==> src/hdl/ocvg_pkg.sv <==
// Package for the one-pole coefficient vector generator.
// Holds field widths, parameter defaults and the cell-to-cell link type.
// No dependencies.
package ocvg_pkg;

  // Field widths
  localparam int CUTOFF_W = 15;
  localparam int INDEX_W  = 4;
  localparam int COEF_W   = 14;
  localparam int GAIN_W   = 15;

  // Running power is Q30, always below 2^30
  localparam int POWER_W  = 30;
  localparam int PROD_W   = POWER_W + COEF_W;
  localparam int Q14_SH   = 14;
  localparam int Q30_SH   = 16;

  // Q14 unity
  localparam logic [GAIN_W-1:0] Q14_ONE = 15'd16384;

  // Parameter defaults
  localparam int VECTOR_WORDS_DEF  = 16;
  localparam int LEADING_ZEROS_DEF = 8;

  // Word handed from one cell to the next
  typedef struct packed {
    logic               valid;
    logic [COEF_W-1:0]  pole;
    logic [POWER_W-1:0] power;
  } link_t;

endpackage

==> src/hdl/ocvg_out.sv <==
// Output stage: picks the occupied cell and registers the result word.
// Depends on ocvg_pkg.
module ocvg_out #(
  parameter int VECTOR_WORDS = ocvg_pkg::VECTOR_WORDS_DEF
) (
  input  logic                          clk,
  input  logic                          rst_n,
  input  ocvg_pkg::link_t               links_i [VECTOR_WORDS],
  input  logic [ocvg_pkg::COEF_W-1:0]   words_i [VECTOR_WORDS],
  output logic                          out_strobe,
  output logic [ocvg_pkg::INDEX_W-1:0]  out_coef_index,
  output logic [ocvg_pkg::COEF_W-1:0]   out_coef_value,
  output logic [ocvg_pkg::GAIN_W-1:0]   out_filter_gain,
  output logic                          out_last
);
  import ocvg_pkg::*;

  logic               sel_valid;
  logic [INDEX_W-1:0] sel_index;
  logic [COEF_W-1:0]  sel_word;
  logic [COEF_W-1:0]  sel_pole;
  logic               sel_last;
  logic               strobe_r;
  logic [INDEX_W-1:0] index_r;
  logic [COEF_W-1:0]  value_r;
  logic [GAIN_W-1:0]  gain_r;
  logic               last_r;

  // At most one cell is occupied; OR together its fields
  always_comb begin
    sel_valid = 1'b0;
    sel_index = '0;
    sel_word  = '0;
    sel_pole  = '0;
    sel_last  = 1'b0;
    for (int k = 0; k < VECTOR_WORDS; k++) begin
      if (links_i[k].valid) begin
        sel_valid = 1'b1;
        sel_index = sel_index | INDEX_W'(k);
        sel_word  = sel_word | words_i[k];
        sel_pole  = sel_pole | links_i[k].pole;
        sel_last  = sel_last | (k == VECTOR_WORDS - 1);
      end
    end
  end

  always_ff @(posedge clk) begin
    if (!rst_n) begin
      strobe_r <= 1'b0;
    end else begin
      strobe_r <= sel_valid;
    end
  end

  always_ff @(posedge clk) begin
    index_r <= sel_index;
    value_r <= sel_word;
    gain_r  <= Q14_ONE - GAIN_W'(sel_pole);
    last_r  <= sel_last;
  end

  assign out_strobe      = strobe_r;
  assign out_coef_index  = index_r;
  assign out_coef_value  = value_r;
  assign out_filter_gain = gain_r;
  assign out_last        = last_r;

endmodule

==> config.mk <==
export PLATFORM = sky130hd
export DESIGN_NAME = ocvg_out
export DESIGN_NICKNAME = d
export VERILOG_FILES = /design/src/hdl/ocvg_pkg.sv /design/src/hdl/ocvg_out.sv
export SDC_FILE = /design/constraint.sdc
export NUM_CORES = 1
export LEC_CHECK = 0
export ABC_AREA = 1
export BUFFER_PORTS_ARGS = -buffer_cell sky130_fd_sc_hd__buf_2
export CAP_MARGIN = 20
export CORE_AREA = 3 3 381 383
export DETAILED_ROUTE_END_ITERATION = 7
export DIE_AREA = 0 0 384 386
export PLACE_DENSITY = 0.3
export SLEW_MARGIN = 20
export SYNTH_ARGS = -nofsm -noshare
export SYNTH_HDL_FRONTEND = slang
export SYNTH_SLANG_ARGS = --single-unit
export TNS_END_PERCENT = 100
==> constraint.sdc <==
create_clock -name clk -period 2 [get_ports clk]
set_clock_uncertainty 0.1 [all_clocks]
set_input_delay 0.4 -clock clk [delete_from_list [all_inputs] [get_ports clk]]
set_output_delay 0.4 -clock clk [all_outputs]
set_load 0.01 [all_outputs]
# After elaboration in Yosys (flattened, before gate mapping)
# Index checks and enable logic that the tools add are counted.
# word_totals
ff_bits	35
latchBits	0
ramBits	0
rom_bits	0
out_inout_bits	35
mem_count	0
# op_classes
addsub	1
n_mul	0
div	0
magnitude_cmp	0
n_eq_ne	0
shift	0
mux	60
bitwise_logic	30
n_reduce_logical	3
# ops
cell	count
2-to-1 mux 14 bit	32
OR 14 bit	30
2-to-1 mux 1 bit	20
subtractor 15 x 14 -> 15 bit, first input constant	1
2-to-1 mux 3 bit	4
2-to-1 mux 2 bit	4
OR reduction 8 bit	1
OR reduction 4 bit	1
OR reduction 2 bit	1

# Depth between registers and ports, before layout
# depth
depth_word	32
mapped_depth	12
depth_no_buf	11

# Worst setup path after synthesis
# No wires, ideal clock.
# synth_timing
path_kind	in2reg
from	input port links_i[449] (netlist name)
to	register gain_r[8] (netlist: out_filter_gain[8])
setup_ns	0.119
t_arrival_ns	1.580
required_ns	1.781
slack_ns	0.200
path_stages	11
n_path_buf	1
cell_sequence	buf_2 > nand2_1 > nand2_1 > nor2_1 > nand2_1 > nor2_2 > ha_1 > inv_1 > nor2_4 > nand2_1 > xnor2_1
# synth_between
elab_chain_cells	20
# synth_rtl
element	line_no	text
from (decl)	ocvg_out.sv:8	input ocvg_pkg::link_t links_i [VECTOR_WORDS],
2-to-1 mux 14 bit *	ocvg_out.sv:37	if (links_i[k].valid) begin
OR 14 bit	ocvg_out.sv:41	sel_pole = sel_pole | links_i[k].pole;
2-to-1 mux 14 bit *	ocvg_out.sv:37	
OR 14 bit	ocvg_out.sv:41	
2-to-1 mux 14 bit *	ocvg_out.sv:37	
OR 14 bit	ocvg_out.sv:41	
2-to-1 mux 14 bit *	ocvg_out.sv:37	
OR 14 bit	ocvg_out.sv:41	
[... 4 more ...]	-	
2-to-1 mux 14 bit *	ocvg_out.sv:37	
OR 14 bit	ocvg_out.sv:41	
2-to-1 mux 14 bit *	ocvg_out.sv:37	
OR 14 bit	ocvg_out.sv:41	
2-to-1 mux 14 bit *	ocvg_out.sv:37	
OR 14 bit	ocvg_out.sv:41	
2-to-1 mux 14 bit *	ocvg_out.sv:37	
subtractor 15 x 14 -> 15 bit *	ocvg_out.sv:58	gain_r <= Q14_ONE - GAIN_W'(sel_pole);
to (signal assigned)	ocvg_out.sv:58	
to (decl)	ocvg_out.sv:26	logic [GAIN_W-1:0] gain_r;
# Every way passes the cells marked *; elsewhere a longest branch is shown, timed or not.
# A chain may end at the register's enable or synchronous reset.

# Worst setup path in the final report
# layout_timing
from	input port links_i[674] (netlist name)
to	register gain_r[11] (netlist: out_filter_gain[11])
# layout_between
elab_chain_cells	30
# layout_rtl
element	line_no
2-to-1 mux 14 bit *	ocvg_out.sv:37
OR 14 bit	ocvg_out.sv:41
2-to-1 mux 14 bit *	ocvg_out.sv:37
OR 14 bit	ocvg_out.sv:41
2-to-1 mux 14 bit *	ocvg_out.sv:37
OR 14 bit	ocvg_out.sv:41
2-to-1 mux 14 bit *	ocvg_out.sv:37
OR 14 bit	ocvg_out.sv:41
[... 14 more ...]	-
2-to-1 mux 14 bit *	ocvg_out.sv:37
OR 14 bit	ocvg_out.sv:41
2-to-1 mux 14 bit *	ocvg_out.sv:37
OR 14 bit	ocvg_out.sv:41
2-to-1 mux 14 bit *	ocvg_out.sv:37
OR 14 bit	ocvg_out.sv:41
2-to-1 mux 14 bit *	ocvg_out.sv:37
subtractor 15 x 14 -> 15 bit *	ocvg_out.sv:58
# Marked as above.

==> reports/results.ini <==
[logic_synthesis]
synth.most_common_cell=nand2_1
synth_nets=1768
synth_edf_count=0
ys.flop_type=dfxtp_1
synth_top_area_share_pct=44.3
avgSynthCellArea_um2=5.25
ys_top_cells_by_count=nand2_1, nor2_1, dfxtp_1
syn-instance-count=821
synth_cell_types=28
async_flop_share_pct=0
synth-seq-cells=35
ys_warn_count=0
synth_area_um2=4310
ys_seq_area_share_pct=16.3
synth_top_area_cell=nand2_1
synth_area_leaders=nand2_1, dfxtp_1, a221oi_1, nor2_1, a22o_1

[worst_setup_path]
critPathCaptureType=flop
worst_path_max_delay_cell=nor2_2
max_stage_delay_ps=230
crit_path_start_kind=input pin
worstPathCellList=buf_2, buf_12, buf_4, nand2_1, nand2_1, nor2_1, nand2_1, nor2_2, nand2_1, nor2_1, nand3_1, nand2_1, nand2_1
crit_fanout=5
cpMostUsedCell=nand2_1
crit_type=in -> reg
critPathRequiredTime_ps=2120
worst_ep_arrival_time_ps=2040

[detailed_routing]
dr.first_iter.drc_count=415
ant_nets=0
drc_errors=0
routedWlPerCell_um=22.5
dr.pass1.iters=5
viasPerCell=2.45
wl_mm=75.5
vias=8210

[clocking]
clock-sinks=35
clockBufferDepth=2
path_clk_slew_ps=90
cts_buffers=5
root_buffer=clkbuf_16
h-tree-depth=2
cts_tree=done

[placement]
gp_routability_congestion=0.808
hpwl_mm=70.8
post-place-ws_ps=-612
io_buffers=500

[run]
maxCapViolations=0

[sta]
worstMarginPinSlew_ps=488
slew_viol_final=0
hold_violations=0
finalSetupViolCount=0
fmax_mhz=521
slew_headroom_pct=67.5
rsz0062_at_grt=no
finalCritPeriodShare_pct=95.9
hold_ws_ps=171
min_period_ps=1920
worst_slack_ps=81.8

[power]
ir_drop_mv=0.260
powerDensity_nw_per_um2=327
leakage_uw=0.00501

[global_routing]
grt.overflow.total=0
grt_first_pass_wirelength_mm=91.3
grt.total_usage_pct=9.80
antenna_found_initial=75
grt_start_max_net_pins=17
grt_pass1_vias=8425

[final_layout]
layout.nets=2375
syn2layout_area_growth_pct=149
multi_input_area_um2=3410
num-fill-cells=16900
layout-drive-gt1-share_pct=48.6
regArea_um2=701

[floorplan]
start_util_pct=3.04
io_pins=981
fp.coreArea_um2=142000
die_h_um=386
rows=138
die_w_um=384
dieArea_um2=148000

[status]
status=finished clean

[worst_hold_path]
min_path_type=in -> reg

-- cell type report --
class,instances,area share (%)
tap,1890,22.1
multi-input combinational,728,31.8
clock buffer,5,1.17
timing repair buffer,648,37.2
clock inverter,3,0.187
inverter,10,0.350
sequential,35,6.53
antenna,32,0.747
-- cell families (layout without fill, tap and decap cells) --
kind of cell / Yosys count / after routing / synth area share, %
AOI/OAI and AO/OA: 66 / 66 / 12.6
adders and majority gates: 1 / 1 / 0.290
xor gates and xnor gates: 7 / 7 / 1.42
buffers and inverters: 58 / 666 / 7.23
other: 0 / 32 / 0
DFF: 35 / 35 / 16.3
and+or+nand+nor: 654 / 654 / 62.2
-- repair_timing --
action / in CTS / in global routing
gates cloned: 0 / 0
hold buffers: 0 / 0
pin swaps: 0 / 3
setup endpoints to repair: 14 / 13
setup buffers: 0 / 1
gates resized for setup: 11 / 19
-- critical path: cells and delay by family --
family                 cells  cell delay (ps)
buffers and inverters      3              470
AND/OR/NAND/NOR           10             1140
-- path summary, 6_finish.rpt --
kind	endpoint	start	slack (ps)	depth (start not counted)
hold / removal	out_strobe	rst_n	170	2
setup / recovery	out_filter_gain[11]	links_i[674]	80	13
-- per-stage QoR --
step                power [uW]  instance area [um2]  instances  setup TNS, ps  util [%]
finish                    3510                10700       3351              0      7.57
global route              3800                10600       3320              0      7.51
CTS                       3700                10600       3318         -0.182      7.45
detailed placement        2580                10400       3310          -8440      7.31
global placement          2590                10400       3310          -8660      7.31
floorplan                 1250                 4310        821              0         -
-- power by group --
part	switching, uW	internal (uW)	total [uW]	leakage [uW]
sequential	3.61	705	709	0.000284
combinational	1000	808	1810	0.00466
clock	519	466	985	0.0000660
-- layout by cell type, fill, tap and decap left out, drive strengths merged, types with 6 or more instances in the layout --
cell type | netlist | routed
a21oi | 7 | 7
a221oi | 29 | 29
a22o | 21 | 21
buf | 36 | 647
clkbuf | 12 | 6
dfxtp | 35 | 35
diode | 0 | 32
inv | 10 | 10
nand2 | 513 | 513
nand3 | 27 | 27
nand4 | 23 | 23
nor2 | 82 | 82
nor4 | 6 | 6
-- state kept, by name (all words and copies together), names as in the netlist --
signal	count
out_coef_index	4
out_coef_value	14
out_filter_gain	15
out_last	1
out_strobe	1
-- layer usage --
| layer | up-vias | wire length [um] | track usage [%] |
|---|---|---|---|
| li1 | 3920 | - | - |
| met1 | 3593 | 33600 | 12.1 |
| met2 | 574 | 32200 | 15.3 |
| met3 | 99 | 8410 | 5.37 |
| met4 | 24 | 1110 | 1.16 |
| met5 | - | 150 | 0 |
Power figures use the tool's default switching activity.
