### src/hdl/ocvg_pkg.sv
// Package for the one-pole coefficient vector generator.
// Holds field widths, parameter defaults and the cell-to-cell link type.
// No dependencies.
package ocvg_pkg;

  // Field widths
  localparam int CUTOFF_W = 15;
  localparam int INDEX_W  = 4;
  localparam int COEF_W   = 14;
  localparam int GAIN_W   = 15;

  // Running power is Q30, always below 2^30
  localparam int POWER_W  = 30;
  localparam int PROD_W   = POWER_W + COEF_W;
  localparam int Q14_SH   = 14;
  localparam int Q30_SH   = 16;

  // Q14 unity
  localparam logic [GAIN_W-1:0] Q14_ONE = 15'd16384;

  // Parameter defaults
  localparam int VECTOR_WORDS_DEF  = 16;
  localparam int LEADING_ZEROS_DEF = 8;

  // Word handed from one cell to the next
  typedef struct packed {
    logic               valid;
    logic [COEF_W-1:0]  pole;
    logic [POWER_W-1:0] power;
  } link_t;

endpackage

### src/hdl/ocvg_cell.sv
// One cell of the coefficient chain: computes the word for its vector position.
// Depends on ocvg_pkg.
module ocvg_cell #(
  parameter int CELL_POS      = 0,
  parameter int LEADING_ZEROS = ocvg_pkg::LEADING_ZEROS_DEF
) (
  input  logic                          clk,
  input  logic                          rst_n,
  input  ocvg_pkg::link_t               link_i,
  output ocvg_pkg::link_t               link_o,
  output logic [ocvg_pkg::COEF_W-1:0]   word_o
);
  import ocvg_pkg::*;

  logic [PROD_W-1:0]  prod;
  logic [POWER_W-1:0] power_nxt;
  logic [COEF_W-1:0]  word_nxt;
  logic               valid_r;
  logic [COEF_W-1:0]  pole_r;
  logic [POWER_W-1:0] power_r;
  logic [COEF_W-1:0]  word_r;

  // Next power of the pole, truncated back to Q30
  assign prod = PROD_W'(link_i.power) * PROD_W'(link_i.pole);

  always_comb begin
    if (CELL_POS < LEADING_ZEROS) begin
      power_nxt = '0;
      word_nxt  = '0;
    end else if (CELL_POS == LEADING_ZEROS) begin
      power_nxt = {link_i.pole, {Q30_SH{1'b0}}};
      word_nxt  = link_i.pole;
    end else begin
      power_nxt = prod[Q14_SH +: POWER_W];
      word_nxt  = power_nxt[Q30_SH +: COEF_W];
    end
  end

  // Occupancy flag
  always_ff @(posedge clk) begin
    if (!rst_n) begin
      valid_r <= 1'b0;
    end else begin
      valid_r <= link_i.valid;
    end
  end

  // Payload
  always_ff @(posedge clk) begin
    pole_r  <= link_i.pole;
    power_r <= power_nxt;
    word_r  <= word_nxt;
  end

  assign link_o.valid = valid_r;
  assign link_o.pole  = pole_r;
  assign link_o.power = power_r;
  assign word_o       = word_r;

endmodule

### config.mk
export PLATFORM = sky130hd
export DESIGN_NAME = ocvg_cell
export DESIGN_NICKNAME = d
export VERILOG_FILES = /design/src/hdl/ocvg_pkg.sv /design/src/hdl/ocvg_cell.sv
export SDC_FILE = /design/constraint.sdc
export NUM_CORES = 1
export LEC_CHECK = 0
export BUFFER_PORTS_ARGS = -buffer_cell sky130_fd_sc_hd__clkbuf_2
export CAP_MARGIN = 20
export CORE_MARGIN = 2
export CORE_UTILIZATION = 29
export CTS_CLUSTER_SIZE = 8
export DETAILED_ROUTE_END_ITERATION = 12
export PLACE_DENSITY = 0.93
export SLEW_MARGIN = 10
export SYNTH_ARGS = -nofsm -noshare
export SYNTH_HDL_FRONTEND = slang
export SYNTH_SLANG_ARGS = --single-unit
### constraint.sdc
create_clock -name clk -period 1 [get_ports clk]
set_input_delay 0.15 -clock clk [delete_from_list [all_inputs] [get_ports clk]]
set_output_delay 0.15 -clock clk [all_outputs]
set_load 0.05 [all_outputs]
# After elaboration in Yosys (flattened, before gate mapping)
# Index checks and enable logic that the tools add are counted.
[totals]
ff_bits = 15
inputBits = 47
output_inout_bits = 59
elab_cells = 2

# Logic depth before layout (Yosys ltp)
# Gate-level depths: netlist of the first run.
[depth]
word_depth = 0
ltp_mapped = 1
mapped_depth_nobuf = 1

# Worst setup path after synthesis of the first run
# OpenSTA, ideal clock, no wires.
[synth_timing]
path_kind = "reg-to-output"
start = "register pole_r[0]"
end = "output link_o[30] (netlist name)"
arrival_time_ns = 0.587
t_required_ns = 0.850
path_slack_ns = 0.263
path_stages_with_launch = 1
path_buffers = 0
path_cell_list = "dfxtp_1"
[synth_lines]
columns = ["element", "line_no", "text"]
rows = [
  ["from (decl)", "ocvg_cell.sv:19", "logic [COEF_W-1:0] pole_r;"],
  ["from (signal assigned)", "ocvg_cell.sv:50", "pole_r <= link_i.pole;"],
  ["to (decl)", "ocvg_cell.sv:10", "output ocvg_pkg::link_t link_o,"],
]
# No word-level cell between the ends.

# Final worst setup path of the first run
[layout_timing]
start = "register pole_r[8]"
end = "output link_o[38] (netlist name)"
# No word-level cell between the ends.

==> results of run 1 <==
==> per-layer routing <==
metal	GRT usage, %	vias to the layer above
li1	-	190
met1	5.386	169
met2	17.53	39
met3	2.047	2
met4	6.579	0
met5	0	-
==> worst paths after layout <==
path | end | slack, ps | depth (start not counted)
setup / recovery | link_o[38] | 30 | 1
hold / removal | valid_r | 90 | 2
==> area by class of cell <==
cell class / instances / area share [%]
timing repair buffer: 45 / 38.42
sequential: 15 / 34.68
multi-input combinational: 45 / 19.71
tap: 28 / 4.029
clock buffer: 3 / 2.590
clock inverter: 1 / 0.5755
==> sequential cells by signal, summed over array words and instances, names as in the netlist <==
register and cells:
valid_r 1, pole_r 14
==> cells in the mapped netlist <==
master / instances / area [µm²]
dfxtp_1: 15 / 300.3
and2_1: 1 / 6.260
buf_4: 45 / 337.8
conb_1: 1 / 3.750
==> kinds of logic after synthesis <==
group / Yosys count / synth area share, %
DFF: 15 / 46.33
other: 1 / 0.5786
and+or+nand+nor: 1 / 0.9659
buffers and inverters: 45 / 52.12
==> stage by stage <==
stage	instances	area (µm²)
finish	137	869.6
global route	137	869.6
CTS	137	862.1
detailed placement	119	661.9
global placement	119	661.9
floorplan	105	809.5
==> timing repair <==
| action | 4_1_cts | 5_1_grt |
|---|---|---|
| hold buffers | 14 | 0 |
| endpoints found under the hold margin | 14 | 0 |
| gates resized for setup | 13 | 14 |
| setup endpoints to repair | 13 | 11 |
| gates cloned | 0 | 0 |
==> power by group through the flow <==
stage,logic [mW],registers (mW),clock network (mW)
final,0.598,0.640,0.322
after detailed placement,0.531,0.652,0
after global routing,0.617,0.643,0.373
after CTS,0.589,0.638,0.325
after global placement,0.529,0.650,0
after floorplan,0.504,0.758,0
==> metrics.md, run 1 <==
| Metric | Value |
|---|---|
| RSZ-0062 raised after global routing | no |
| Crit path launch type | flip-flop |
| M1 WL | 291 µm |
| CP Cell Sequence | buf_2 |
| Total power | 1.560 mW |
| Fmax | 1033 MHz |
| Post-Syn Instances | 62 |
| Final GP Congestion | 0.5375 |
| CP required | 850 ps |
| Via count | 400 |
| GRT overflow | 0 |
| Total CTS buffers | 3 |
| Leak | 0.4861 nW |
| Final Hold Viols | 0 |
| Pint | 0.8739 mW |
| Core area | 0.002170 mm² |
| Final Core Density | 40.08% |
| Vias in the first global route | 322 |
| Yosys reg bits | 15 |
| Final setup fails | 0 |
| Die H | 51.28 µm |
| Total track usage | 8.155% |
| Total wire length | 1.095 mm |
| Crit Path Max Fanout | 1 |
| Total Negative Setup Slacks | 0 ps |
| Arr. time, crit path | 820 ps |
| Commonest non-fill, non-tap cell in the layout | conb_1 |
| Hold WS | 85.79 ps |
| Syn Area/Cell | 10.45 µm² |
| Yosys warns | 0 |
| Top layer in use | met4 |
| Drt first-iter violations | 0 |
| Remaining antenna violation count | 0 |
| Fraction of layout cells with a size suffix above 1 | 33.03% |
| DRT Pass-1 Iters | 1 |
| Clock share of power | 20.6% |
| Average vias per placed instance | 2.920 |
| Met3 WL post-DR | 139 µm |
| Seq/Total Area, Yosys | 46.33% |
| Layout Nets | 157 |
| Crit-path max cell delay | 310 ps |
| Power share of the combinational group | 38.3% |
| Power Density | 1794 mW/mm² |
| DP Worst Slack | 258.6 ps |
| Synth Cell Area | 648.1 µm² |
| Max VDD drop | 0.6565 mV |
| Hold_sp | link_i[44] |
| Multi-input gate area | 171.4 µm² |
| Sequential share of power | 41.0% |
| Worst Hold Class | in2reg |
| Reg clk slew, reported paths | 80 ps |
| Slack of the critical path | 31.79 ps |
| CTS Buffer Depth | 2 |
| Sequential Area | 301.5 µm² |
| Initial antenna violation count | 0 |
| Tcrit/Tclk final | 96.82% |
| Most frequent cells in the layout | 44 x conb_1, 16 x clkbuf_2, 14 x dlygate4sd3_1, 14 x dfxtp_1 |
| Switching share of power | 43.98% |
| Crit path max-delay family | flip-flops |
| Clock Sinks | 15 |
| CTS tree | built |
| Core Rows | 17 |
| Distinct cells, synth | 4 |
| Classification of the worst setup path | reg2out |
| Nature of the critical path endpoint | output port |
| # fillers | 204 |
| Psw | 0.6862 mW |
| Starting density of the core | 29.87% |
| Outcome | finished, final reports clean |
| Ant diodes | 0 |
| Area Overhead vs Synth | 34.17% |
| Max-Cap Viols | 0 |
| Crit path time final | 968.2 ps |
| Die Wd | 51.28 µm |
| CTS Root Cell | clkbuf_4 |
| Max stage delay cell, worst path | dfxtp_1 |
| CP Buf/Inv Count | 1 |
| DR WL met2 | 634 µm |
| Post-DP HPWL | 719.6 µm |
| First-pass GRT wire length | 1.421 mm |
| Post-route DRC | 0 |
| Port bufs | 31 |
| Routed length per instance | 7.993 µm |
| IO Count | 106 |
| Die area | 0.002629 mm² |
| Fin. max-slew vios | 0 |
| Largest net degree at the start of global routing | 10 |
| Crit. Startpoint | pole_r[8] |
| H-Tree Depth | 1 |
| Postcts setup bufs | 0 |
Note: power is estimated with default switching activity, not from simulation.
==> run 2, diff against run 1 <==
CORE_ASPECT_RATIO = 1.25   (was unset)
PLACE_DENSITY = 0.9   (was 0.93)
==> run 2 against run 1 <==
Effect of this change: non-clock buffer count unchanged; global-route usage decreased by 0.30 points; utilization about the same; routed wire length decreased by 8.3%; power decreased by 1.2%; cell area decreased by 0.29%; hold slack improved by 16 ps; setup slack improved by 3.5 ps; flip-flop and latch count unchanged; largest cell class unchanged; largest power group unchanged.
==> metrics.md, run 2 (synthesis results as in run 1) <==
| Metric | Value |
|---|---|
| Outcome | finished, final reports clean |
| Vias in the first global route | 324 (+0.62%) |
| Slack of the critical path | 35.32 ps (+3.532 ps) |
| Worst Hold Class | in2reg |
| CP Capture Point | link_o[35] |
| Critical Path Stages | 1 (unchanged) |
| Psw | 0.6647 mW (-3.1%) |
| Starting density of the core | 29.96% (+0.086 points) |
| Core Rows | 19 (+2) |
| Classification of the worst setup path | reg2out |
| Clock share of power | 20.1% (-0.5 points) |
| Hold WS | 101.4 ps (+15.61 ps) |
| Nature of the critical path endpoint | output port |
| Average vias per placed instance | 2.850 (-2.4%) |
| Post-route cell area | 867.1 µm² (-0.29%) |
| Final GP Congestion | 0.5619 (+4.5%) |
| Largest regs | pole_r: 14 flops, valid_r: 1 flops |
| Total Negative Setup Slacks | 0 ps (unchanged) |
| Die H | 56.86 µm (+11%) |
| Remaining antenna violation count | 0 (unchanged) |
| Most frequent cells in the layout | 44 x conb_1, 16 x clkbuf_2, 15 x dfxtp_1 |
| Sequential share of power | 41.3% (+0.3 points) |
| Layout Nets | 157 (unchanged) |
| Cell Area, Placed | 665.6 µm² (+0.57%) |
| Inst Count DP | 122 (+2.5%) |
| Max VDD drop | 0.5853 mV (-11%) |
| H-Tree Depth | 1 (unchanged) |
| CTS Buffer Depth | 2 (unchanged) |
| CTS Root Cell | clkbuf_4 |
| Largest net degree at the start of global routing | 9 (-1) |
| CTS tree | built |
| Crit path time final | 964.7 ps (-3.532 ps) |
| Switching share of power | 43.13% (-0.86 points) |
| Post-route DRC | 0 (unchanged) |
| RSZ-0062 raised after global routing | no |
| Final Core Density | 40.08% (about the same) |
| Final Hold Viols | 0 (unchanged) |
| DP Worst Slack | 286.2 ps (+27.63 ps) |
| Total CTS buffers | 3 (unchanged) |
| Fin. max-slew vios | 0 (unchanged) |
| Power Density | 1778 mW/mm² (-0.92%) |
| Final setup fails | 0 (unchanged) |
| Max-Cap Viols | 0 (unchanged) |
| Arr. time, crit path | 810 ps (about the same) |
| Pint | 0.8766 mW (+0.31%) |
| Area Overhead vs Synth | 33.78% |
| Power share of the combinational group | 38.6% (+0.3 points) |
| Via count | 399 (-0.25%) |
| Final Non-Filler Cells | 140 (+2.2%) |
| Crit Path Max Fanout | 1 (unchanged) |
| Die Wd | 46.29 µm (-9.7%) |
| DRT Pass-1 Iters | 2 (+1) |
| Crit-path max cell delay | 300 ps (about the same) |
| CP required | 850 ps (about the same) |
| Core area | 0.002163 mm² (-0.29%) |
| Crit path launch type | flip-flop |
| Commonest non-fill, non-tap cell in the layout | conb_1 |
| CP Buf/Inv Count | 1 (unchanged) |
| First-pass GRT wire length | 1.345 mm (-5.3%) |
| GRT overflow | 0 (unchanged) |
| Max stage delay cell, worst path | dfxtp_1 |
| IO Count | 106 (unchanged) |
| Tcrit/Tclk final | 96.47% (-0.35 points) |
| Clock Sinks | 15 (unchanged) |
| Crit. Startpoint | pole_r[5] |
| Routed length per instance | 7.171 µm (-10%) |
| Total wire length | 1.004 mm (-8.3%) |
| CP Cell Sequence | buf_2 |
| Post-DP HPWL | 760.1 µm (+5.6%) |
| Die area | 0.002632 mm² (about the same) |
| Total track usage | 7.855% (-0.30 points) |
| Max reg flops | 14 (unchanged) |
| # fillers | 218 (+6.9%) |
| Drt first-iter violations | 2 (+2) |
| Leak | 0.4807 nW (-1.1%) |
| Initial antenna violation count | 0 (unchanged) |
| Crit path max-delay family | flip-flops |
| Fmax | 1037 MHz (+0.37%) |
| Ant diodes | 0 (unchanged) |
| Total power | 1.541 mW (-1.2%) |
| Reg clk slew, reported paths | 80 ps (about the same) |
| Port bufs | 31 (unchanged) |
| Fraction of layout cells with a size suffix above 1 | 31.19% (-1.8 points) |
| Largest register by flop count | pole_r |
-- run 2: cell types whose count changed in the layout (fill, tap and decap cells not counted) --
| cell | delta |
|---|---|
| buf_4 | -5 |
| buf_6 | -1 |
| clkbuf_1 | +1 |
| clkbuf_4 | +6 |
| clkinv_2 | -1 |
| dfxtp_1 | +1 |
| dfxtp_2 | -1 |
-- run 2: layer usage --
| layer | GRT usage, % | vias to the layer above | part of all wire (%) |
|---|---|---|---|
| met1 | 5.556 | 168 | 27 |
| met3 | 4.180 | 0 | 15 |
| met5 | 0 | - | 0 |
| li1 | - | 191 | - |
| met4 | 8.571 | 0 | 0 |
| met2 | 12.70 | 40 | 58 |
-- run 2: how the worst min path moves through the flow --
| stage | startpoint | endpoint | slack, ps | cells after the start |
|---|---|---|---|---|
| finish | link_i[44] | valid_r | 100 | 2 |
| global route | link_i[44] | valid_r | 90 | 2 |
| CTS | link_i[44] | valid_r | 100 | 2 |
| detailed placement | link_i[36] | pole_r[6] | 250 | 1 |
| global placement | link_i[35] | pole_r[5] | 250 | 1 |
| floorplan | link_i[30] | pole_r[0] | 180 | 0 |
-- run 2: final cells by class --
cell class	instances	area [µm²]	share of cell area [%]
Tap cell	31	38.79	4.473
Clock buffer	4	26.28	3.030
Sequential cell	15	300.3	34.63
Multi-Input combinational cell	45	171.4	19.77
Timing Repair Buffer	45	330.3	38.10
-- run 2: power groups by stage --
stage	Combinational, mW	Sequential (mW)	Clock [mW]
2_1_floorplan	0.504	0.758	0
3_3_place_gp	0.531	0.649	0
3_5_place_dp	0.532	0.651	0
4_1_cts	0.589	0.637	0.322
5_1_grt	0.614	0.639	0.360
6_report	0.594	0.636	0.311
-- run 2: repair_timing --
action,in CTS,in global routing
hold endpoints to repair,14,0
hold buffers,14,0
setup buffers,0,0
endpoints found under the setup margin,13,5
resized for setup,13,6
